## src/slip_deframer_crc_check_assert.svh

```systemverilog
// Assertion macros shared by the SLIP deframer modules.
// No dependencies; define ASSERT_OFF to compile the checks out.
`ifndef SLIP_DEFRAMER_CRC_CHECK_ASSERT_SVH
`define SLIP_DEFRAMER_CRC_CHECK_ASSERT_SVH

`ifndef ASSERT_OFF
// Checked only while out of reset.
`define SDC_ASSERT(lbl, clk, rst_n, prop, msg) \
  lbl: assert property (@(posedge clk) disable iff (!rst_n) prop) else $error(msg);
// Checked at every rising clock edge, reset included.
`define SDC_ASSERT_ALWAYS(lbl, clk, prop, msg) \
  lbl: assert property (@(posedge clk) prop) else $error(msg);
`else
`define SDC_ASSERT(lbl, clk, rst_n, prop, msg)
`define SDC_ASSERT_ALWAYS(lbl, clk, prop, msg)
`endif

`endif

```

## src/sdc_pkg.sv

```systemverilog
// Types, constants and helper functions for the SLIP deframer with CRC check.
// Used by every module of the block; no dependencies.
package sdc_pkg;

  localparam int unsigned MAX_FRAME = 1024;
  localparam int unsigned FC_W      = $clog2(MAX_FRAME + 1);

  localparam logic [7:0] BYTE_END     = 8'hC0;
  localparam logic [7:0] BYTE_ESC     = 8'hDB;
  localparam logic [7:0] BYTE_ESC_END = 8'hDC;
  localparam logic [7:0] BYTE_ESC_ESC = 8'hDD;

  localparam logic [2:0] KIND_PAYLOAD = 3'd0;
  localparam logic [2:0] KIND_CONSOLE = 3'd1;
  localparam logic [2:0] KIND_GOOD    = 3'd2;
  localparam logic [2:0] KIND_BAD     = 3'd3;
  localparam logic [2:0] KIND_CEND    = 3'd4;

  localparam logic [15:0] CRC_POLY = 16'h8408;

  typedef struct packed {
    logic [2:0] kind;
    logic [7:0] data;
  } res_t;

  // Results caused by one item, first result in ent[0].
  typedef struct packed {
    logic [1:0]     cnt;
    res_t [2:0]     ent;
  } res_list_t;

  function automatic logic is_text(input logic [7:0] b);
    is_text = (b >= 8'h20 && b <= 8'h7E) || b == 8'h0A || b == 8'h0D;
  endfunction

  // Reflected CCITT update, one byte.
  function automatic logic [15:0] crc_byte(input logic [15:0] crc, input logic [7:0] b);
    logic [15:0] c;
    c = crc ^ {8'h00, b};
    for (int i = 0; i < 8; i++) begin
      if (c[0]) begin
        c = (c >> 1) ^ CRC_POLY;
      end else begin
        c = c >> 1;
      end
    end
    crc_byte = c;
  endfunction

endpackage

```

## src/sdc_core.sv

```systemverilog
// Frame state and per-item decode: escape handling, console detection,
// two-byte hold-back and CRC accumulation. Depends on sdc_pkg.
`include "slip_deframer_crc_check_assert.svh"

module sdc_core
  import sdc_pkg::*;
(
  input  logic       clk_i,
  input  logic       rst_ni,
  input  logic       acc_i,
  input  logic [7:0] rx_byte_i,
  output res_list_t  list_o
);

  logic            esc_q, esc_d;
  logic            pkt_q, pkt_d;
  logic [FC_W-1:0] fc_q, fc_d;
  logic [7:0]      h0_q, h0_d;
  logic [7:0]      h1_q, h1_d;
  logic [15:0]     crc_q, crc_d;

  logic            keep_en;
  logic [7:0]      keep_b;
  res_list_t       lst;

  always_comb begin
    esc_d   = esc_q;
    pkt_d   = pkt_q;
    fc_d    = fc_q;
    h0_d    = h0_q;
    h1_d    = h1_q;
    crc_d   = crc_q;
    lst     = '0;
    keep_en = 1'b0;
    keep_b  = rx_byte_i;

    if (rx_byte_i == BYTE_END) begin
      if (fc_q != '0) begin
        if (!pkt_q) begin
          lst.ent[0] = '{kind: KIND_CEND, data: 8'h00};
          lst.cnt    = 2'd1;
        end else if (fc_q <= FC_W'(2)) begin
          // short frame: flush the held bytes as console text
          lst.ent[0] = '{kind: KIND_CONSOLE, data: h0_q};
          if (fc_q == FC_W'(2)) begin
            lst.ent[1] = '{kind: KIND_CONSOLE, data: h1_q};
            lst.ent[2] = '{kind: KIND_CEND, data: 8'h00};
            lst.cnt    = 2'd3;
          end else begin
            lst.ent[1] = '{kind: KIND_CEND, data: 8'h00};
            lst.cnt    = 2'd2;
          end
        end else begin
          lst.ent[0].kind = ({h1_q, h0_q} == crc_q) ? KIND_GOOD : KIND_BAD;
          lst.ent[0].data = 8'h00;
          lst.cnt         = 2'd1;
        end
      end
      pkt_d = 1'b1;
      esc_d = 1'b0;
      fc_d  = '0;
      h0_d  = 8'h00;
      h1_d  = 8'h00;
      crc_d = 16'h0000;
    end else if (esc_q) begin
      esc_d   = 1'b0;
      keep_en = 1'b1;
      if (rx_byte_i == BYTE_ESC_END) begin
        keep_b = BYTE_END;
      end else if (rx_byte_i == BYTE_ESC_ESC) begin
        keep_b = BYTE_ESC;
      end
    end else if (pkt_q && rx_byte_i == BYTE_ESC) begin
      esc_d = 1'b1;
    end else if (!pkt_q) begin
      lst.ent[0] = '{kind: KIND_CONSOLE, data: rx_byte_i};
      lst.cnt    = 2'd1;
      if (fc_q < FC_W'(MAX_FRAME)) fc_d = fc_q + FC_W'(1);
    end else if (fc_q == FC_W'(1) && is_text(h0_q) && is_text(rx_byte_i)) begin
      // two text bytes open the frame: switch to console
      pkt_d      = 1'b0;
      lst.ent[0] = '{kind: KIND_CONSOLE, data: h0_q};
      lst.ent[1] = '{kind: KIND_CONSOLE, data: rx_byte_i};
      lst.cnt    = 2'd2;
      if (fc_q < FC_W'(MAX_FRAME)) fc_d = fc_q + FC_W'(1);
    end else begin
      keep_en = 1'b1;
    end

    // keep a packet byte; release the oldest held byte as payload
    if (keep_en && fc_q < FC_W'(MAX_FRAME)) begin
      fc_d = fc_q + FC_W'(1);
      if (fc_q >= FC_W'(2)) begin
        lst.ent[0] = '{kind: KIND_PAYLOAD, data: h0_q};
        lst.cnt    = 2'd1;
        crc_d      = crc_byte(crc_q, h0_q);
        h0_d       = h1_q;
        h1_d       = keep_b;
      end else if (!fc_q[0]) begin
        h0_d = keep_b;
      end else begin
        h1_d = keep_b;
      end
    end
  end

  always_ff @(posedge clk_i or negedge rst_ni) begin
    if (!rst_ni) begin
      esc_q <= 1'b0;
      pkt_q <= 1'b0;
      fc_q  <= '0;
      h0_q  <= 8'h00;
      h1_q  <= 8'h00;
      crc_q <= 16'h0000;
    end else if (acc_i) begin
      esc_q <= esc_d;
      pkt_q <= pkt_d;
      fc_q  <= fc_d;
      h0_q  <= h0_d;
      h1_q  <= h1_d;
      crc_q <= crc_d;
    end
  end

  assign list_o = lst;

  `SDC_ASSERT(a_esc_in_pkt, clk_i, rst_ni, esc_q |-> pkt_q, "escape pending outside a packet")
  `SDC_ASSERT(a_fc_max, clk_i, rst_ni, fc_q <= FC_W'(MAX_FRAME), "frame count above maximum")
  `SDC_ASSERT(a_crc_early, clk_i, rst_ni, (fc_q < FC_W'(3)) |-> (crc_q == 16'h0000), "CRC moved before third byte")

endmodule

```

## src/sdc_outbuf.sv

```systemverilog
// Result register: holds the up to three results of one item and hands
// them out one per cycle unless stalled, marking the final one. Depends on sdc_pkg.
`include "slip_deframer_crc_check_assert.svh"

module sdc_outbuf
  import sdc_pkg::*;
(
  input  logic       clk_i,
  input  logic       rst_ni,
  input  logic       in_valid_i,
  output logic       in_stall_o,
  output logic       acc_o,
  input  res_list_t  list_i,
  output logic       out_valid_o,
  input  logic       out_stall_i,
  output logic [2:0] kind_o,
  output logic [7:0] data_o,
  output logic       last_o
);

  logic [1:0] cnt_q, cnt_d;
  res_t [2:0] ent_q, ent_d;
  logic       pop;
  logic       can_load;

  assign out_valid_o = cnt_q != 2'd0;
  assign pop         = out_valid_o && !out_stall_i;
  // take the next item once the last waiting result leaves
  assign can_load    = (cnt_q == 2'd0) || (cnt_q == 2'd1 && pop);
  assign in_stall_o  = !can_load;
  assign acc_o       = in_valid_i && can_load;

  always_comb begin
    cnt_d = cnt_q;
    ent_d = ent_q;
    if (acc_o) begin
      cnt_d = list_i.cnt;
      ent_d = list_i.ent;
    end else if (pop) begin
      cnt_d    = cnt_q - 2'd1;
      ent_d[0] = ent_q[1];
      ent_d[1] = ent_q[2];
    end
  end

  always_ff @(posedge clk_i or negedge rst_ni) begin
    if (!rst_ni) begin
      cnt_q <= 2'd0;
    end else begin
      cnt_q <= cnt_d;
    end
  end

  always_ff @(posedge clk_i) begin
    ent_q <= ent_d;
  end

  assign kind_o = ent_q[0].kind;
  assign data_o = ent_q[0].data;
  assign last_o = cnt_q == 2'd1;

  `SDC_ASSERT(a_payload_last, clk_i, rst_ni, (out_valid_o && kind_o == KIND_PAYLOAD) |-> last_o, "payload not alone")
  `SDC_ASSERT(a_end_last, clk_i, rst_ni, (out_valid_o && (kind_o == KIND_GOOD || kind_o == KIND_BAD || kind_o == KIND_CEND)) |-> (last_o && data_o == 8'h00), "end marker not final or data set")
  `SDC_ASSERT(a_drain, clk_i, rst_ni, (pop && cnt_q > 2'd1) |=> out_valid_o, "results lost while draining")

endmodule

```

## src/slip_deframer_crc_check.sv

```systemverilog
// SLIP deframer with CRC-16 check. One received byte is taken per item and
// turned into zero to three results (payload byte, console byte, CRC good or
// bad marker, console end), the final one flagged by last_o. Results appear
// in the cycle after their item is accepted and leave one per cycle, while
// out_stall_i is low, from a three-entry result register; an item holds that
// register until its final result is delivered, and the next item is taken in
// that cycle, so items with one or no result run at one per cycle while the
// output does not stall. Packet bytes come out two bytes late, as the last
// two bytes of a packet carry the little-endian CRC. Depends on sdc_pkg,
// sdc_core and sdc_outbuf.
module slip_deframer_crc_check
  import sdc_pkg::*;
(
  input  logic       clk_i,
  input  logic       rst_ni,
  input  logic       in_valid_i,
  output logic       in_stall_o,
  input  logic [7:0] rx_byte_i,
  output logic       out_valid_o,
  input  logic       out_stall_i,
  output logic [2:0] kind_o,
  output logic [7:0] data_o,
  output logic       last_o
);

  logic      acc;
  res_list_t list;

  sdc_core u_core (
    .clk_i     (clk_i),
    .rst_ni    (rst_ni),
    .acc_i     (acc),
    .rx_byte_i (rx_byte_i),
    .list_o    (list)
  );

  sdc_outbuf u_outbuf (
    .clk_i       (clk_i),
    .rst_ni      (rst_ni),
    .in_valid_i  (in_valid_i),
    .in_stall_o  (in_stall_o),
    .acc_o       (acc),
    .list_i      (list),
    .out_valid_o (out_valid_o),
    .out_stall_i (out_stall_i),
    .kind_o      (kind_o),
    .data_o      (data_o),
    .last_o      (last_o)
  );

endmodule

```

## config.mk

```make
export PLATFORM = sky130hd
export DESIGN_NAME = slip_deframer_crc_check
export DESIGN_NICKNAME = d
export VERILOG_FILES = /design/src/sdc_pkg.sv /design/src/sdc_core.sv /design/src/sdc_outbuf.sv /design/src/slip_deframer_crc_check.sv
export VERILOG_INCLUDE_DIRS = /design/src /design/src/src
export SDC_FILE = /design/constraint.sdc
export NUM_CORES = 1
export LEC_CHECK = 0
export CORE_MARGIN = 2
export CORE_UTILIZATION = 50
export CTS_BUF_LIST = sky130_fd_sc_hd__clkbuf_16
export CTS_CLUSTER_DIAMETER = 100
export DETAILED_ROUTE_END_ITERATION = 6
export DONT_BUFFER_PORTS = 1
export SLEW_MARGIN = 10
export SYNTH_ARGS = -nofsm -noshare
export SYNTH_HDL_FRONTEND = slang
export SYNTH_SLANG_ARGS = --single-unit
export TNS_END_PERCENT = 20
```

## constraint.sdc

```tcl
create_clock -name clk_i -period 8 [get_ports clk_i]
set_clock_uncertainty 0.05 [all_clocks]
set_input_delay 2.4 -clock clk_i [delete_from_list [all_inputs] [get_ports clk_i]]
set_output_delay 2.4 -clock clk_i [all_outputs]
set_load 0.05 [all_outputs]
```

==> impl_metrics.csv <==
group,metric,value,unit
status,status,"complete, no violations",
routing,drcViolationCount,0,
power,power.internal,879.5,uW
clock_network,root_buffer,"clkbuf_16",
yosys,synth_area_leader_cell,"dfrtp_1",
worst_setup_path,crit_path_end,"in_stall_o",
yosys,synth_common_cells,"48 x nand2_1, 47 x dfrtp_1, 43 x nor2_1, 24 x xnor2_1, 22 x edfxtp_1",
worst_setup_path,worstPathRequired,5.55,ns
yosys,synth-main-ff-cell,"dfrtp_1",
worst_setup_path,cp_max_fo,2,
yosys,yosys_register_bits,69,
yosys,ys_seq_area_share,46.44,%
yosys,synthMostInstantiatedCell,"nand2_1",
worst_setup_path,endpoint_kind,"primary output",
routing,ant_nets,0,
sta,holdWs,0.4714,ns
power,swShare,39.64,%
sta,min_period_over_period,69.45,%
cells_and_area,antenna_cells,0,
worst_setup_path,path_depth,2,
routing,first_iter_violations,215,
sta,fin_setup_tns,0,ns
placement,dp_slack,2.440,ns
power,power_density,346.3,nW/um^2
cells_and_area,drive_above_1_share,6.158,%
cells_and_area,final_util,54.74,%
routing,met1Wirelength,4426,um
routing,dr.pass1.iters,4,
worst_setup_path,crit_family,"simple AND/OR/NAND/NOR gates",
power,cellLeakagePower,1.691,nW
global_route,antenna_found_initial,0,
cells_and_area,fin_nets,418,
worst_setup_path,r2r_start,"u_core.fc_q[6]",
yosys,ys_warn_count,0,
yosys,synth_area,3955,sq um
worst_setup_path,worstSetupPathType,"in -> out",
worst_setup_path,worstSetupStartpointType,"input pin",
yosys,async_reset_ff_share,68.12,%
clock_network,postCtsHoldBufs,0,
yosys,synth_nets,439,
flow_run,cap_viol_max_count,0,
worst_setup_path,crit_arrival,3.11,ns
global_route,grt_pass1_vias,2854,
cells_and_area,areaGrowthSynthToFinish,6.390,%
power,combPwrFrac,29.6,%
die,die_w,92.94,um
global_route,grt_max_degree,48,
clock_network,clk_latency,0.33,ns
yosys,synth_top_area_share,29.74,%
routing,wl_met2,4144,um
power,p_switching,577.5,uW
routing,drt_wl_total,9083,um
clock_network,path_clk_slew,0.05,ns
die,fp.dieArea,8638,sq um
global_route,grt_util_all_layers,22.31,%
routing,wire_per_inst,17.88,um
sta,setup_slack,2.444,ns
sta,hold_violations,0,
worst_setup_path,reg2reg_depth,7,
sta,period_needed,5.556,ns
yosys,synth-edff-count,22,
worst_setup_path,path_cells,"nor2b_1, nor2_1",
power,max-vdd-ir-drop,0.0001276,V
global_route,grt_overflow,0,
routing,wl_met3,369,um
worst_setup_path,regToRegSetupSlack,4.52,ns
placement,detailed_place_hpwl,6229,um
yosys,syn_inst,422,
cells_and_area,register_area,1837,sq um
die,core-area,7687,sq um
sta,fmax,0.1800,GHz
routing,vias,3029,
sta,worstMarginPinSlew,1.170,ns
sta,rsz0062_at_grt,"no",
placement,gp_congestion,0.8156,
yosys,synth.distinct_cells,59,
yosys,avgSynthCellArea,9.372,sq um
routing,viasPerCell,5.963,
cells_and_area,fillers,719,
power,seq_power_share,44.2,%
worst_setup_path,slowest_stage,"nor2_1",
cells_and_area,multi_input_area,1874,sq um
sta,slew_headroom,22.02,%
die,die_height,92.94,um
clock_network,cts_tree,"done",
clock_network,cts-htree-levels,3,
sta,drv_slew,0,
worst_setup_path,rr_endpoint,"u_core.h0_q[6]",
clock_network,clockBufferDepth,2,
clock_network,cts_setup_buffers,0,
clock_network,cts_buffers,9,
sta,final-setup-viol-count,0,
worst_setup_path,slowest_delay,0.67,ns
die,ios,26,
power,clockPowerShare,26.2,%
global_route,grt_pass1_wl,15080,um
die,row_count,32,
routing,routed.top_layer,"met4",
clock_network,cts_sinks,69,
yosys,synth_area_leaders,"dfrtp_1 30%, edfxtp_1 17%, xnor2_1 5.3%, nand2_1 4.6%, nor2_1 4.1%",
placement,io_buffers,0,
clock_network,cts_resized,0,
die,start_util,51.45,%
worst_setup_path,critPathLaunch,"out_stall_i",
worst_setup_path,cp_num_buf_inv,0,
worst_hold_path,hold_path.class,"reg -> reg",
cell families after synthesis:
logic type               synth area share [%]
AO/OA/AOI/OAI                           19.46
XOR/XNOR                                7.529
adder cells (fa/ha/maj)                 1.582
buffers and inverters                   6.264
flip-flops                              46.44
multiplexers                           0.2847
AND/OR/NAND/NOR                         18.44
worst min-delay path by stage:
stage	from	to	slack, ns	cells past startpoint
2_1_floorplan	u_core.fc_q[8]	u_core.fc_q[8]	0.42	1
3_3_place_gp	u_outbuf.ent_q[19]	u_outbuf.kind_o[0]	0.44	2
3_5_place_dp	u_outbuf.ent_q[19]	u_outbuf.kind_o[0]	0.46	2
4_1_cts	u_outbuf.ent_q[19]	u_outbuf.kind_o[0]	0.48	2
5_1_grt	u_outbuf.ent_q[19]	u_outbuf.kind_o[0]	0.49	2
6_report	u_outbuf.ent_q[19]	u_outbuf.kind_o[0]	0.47	2
layer usage:
layer | track usage (%) | up-vias
met5 | 0 | -
met4 | 7.353 | 0
met3 | 3.987 | 13
met2 | 32.79 | 86
met1 | 33.26 | 1447
li1 | - | 1483
metrics by stage:
step | power (mW) | cell area (sq um) | std cells
floorplan | 1.011 | 3955 | 422
global placement | 1.071 | 3925 | 492
detailed placement | 1.078 | 3925 | 492
CTS | 1.464 | 4208 | 508
global route | 1.541 | 4208 | 508
finish | 1.457 | 4208 | 508
worst min-delay path: stages (launching register included):
cell and delay, ns:
edfxtp_1 0.32, nand2_1 0.05, nand2_1 0.05
sequential cells by signal (all words and copies together) (netlist names), 2 cells and up:
name	count
u_core.h1_q	8
u_core.fc_q	11
u_core.h0_q	8
u_outbuf.ent_q	11
u_outbuf.kind_o	3
u_core.crc_q	16
u_outbuf.cnt_q	2
u_outbuf.data_o	8
final cells by class:
type                       instances  share of cell area, %
clock inverter                     7                  1.368
tap                              102                  3.033
sequential                        69                  43.65
clock buffer                       9                  5.352
inverter                          21                  1.873
multi-input combinational        299                  44.54
timing repair buffer               1                 0.1784
cells in the final DEF, fill, tap and decap left out, drive strengths merged, types with 2 or more instances in the layout:
cell type,n
and2,2
or3,5
inv,21
a221o,8
edfxtp,22
a21o,3
nor2,44
ha,5
nor4,4
a221oi,6
and4,2
nor3,2
clkinv,6
o21a,2
o31ai,2
a21oi,22
nand3,16
a32o,2
xor2,10
o32ai,7
clkbuf,9
nor2b,3
a311oi,2
nand2,48
o2bb2ai,2
xnor2,24
and3,6
o21ai,21
or4,2
dfrtp,47
o22ai,17
a22oi,7
nand4,8
power groups by stage:
stage          logic (mW)  clock network (mW)  registers [mW]
3_3_place_gp        0.423                   0           0.647
4_1_cts             0.432               0.389           0.643
3_5_place_dp        0.428                   0           0.650
2_1_floorplan       0.479                   0           0.532
6_report            0.432               0.382           0.643
5_1_grt             0.479               0.404           0.658
(Power assumes the default switching activity.)
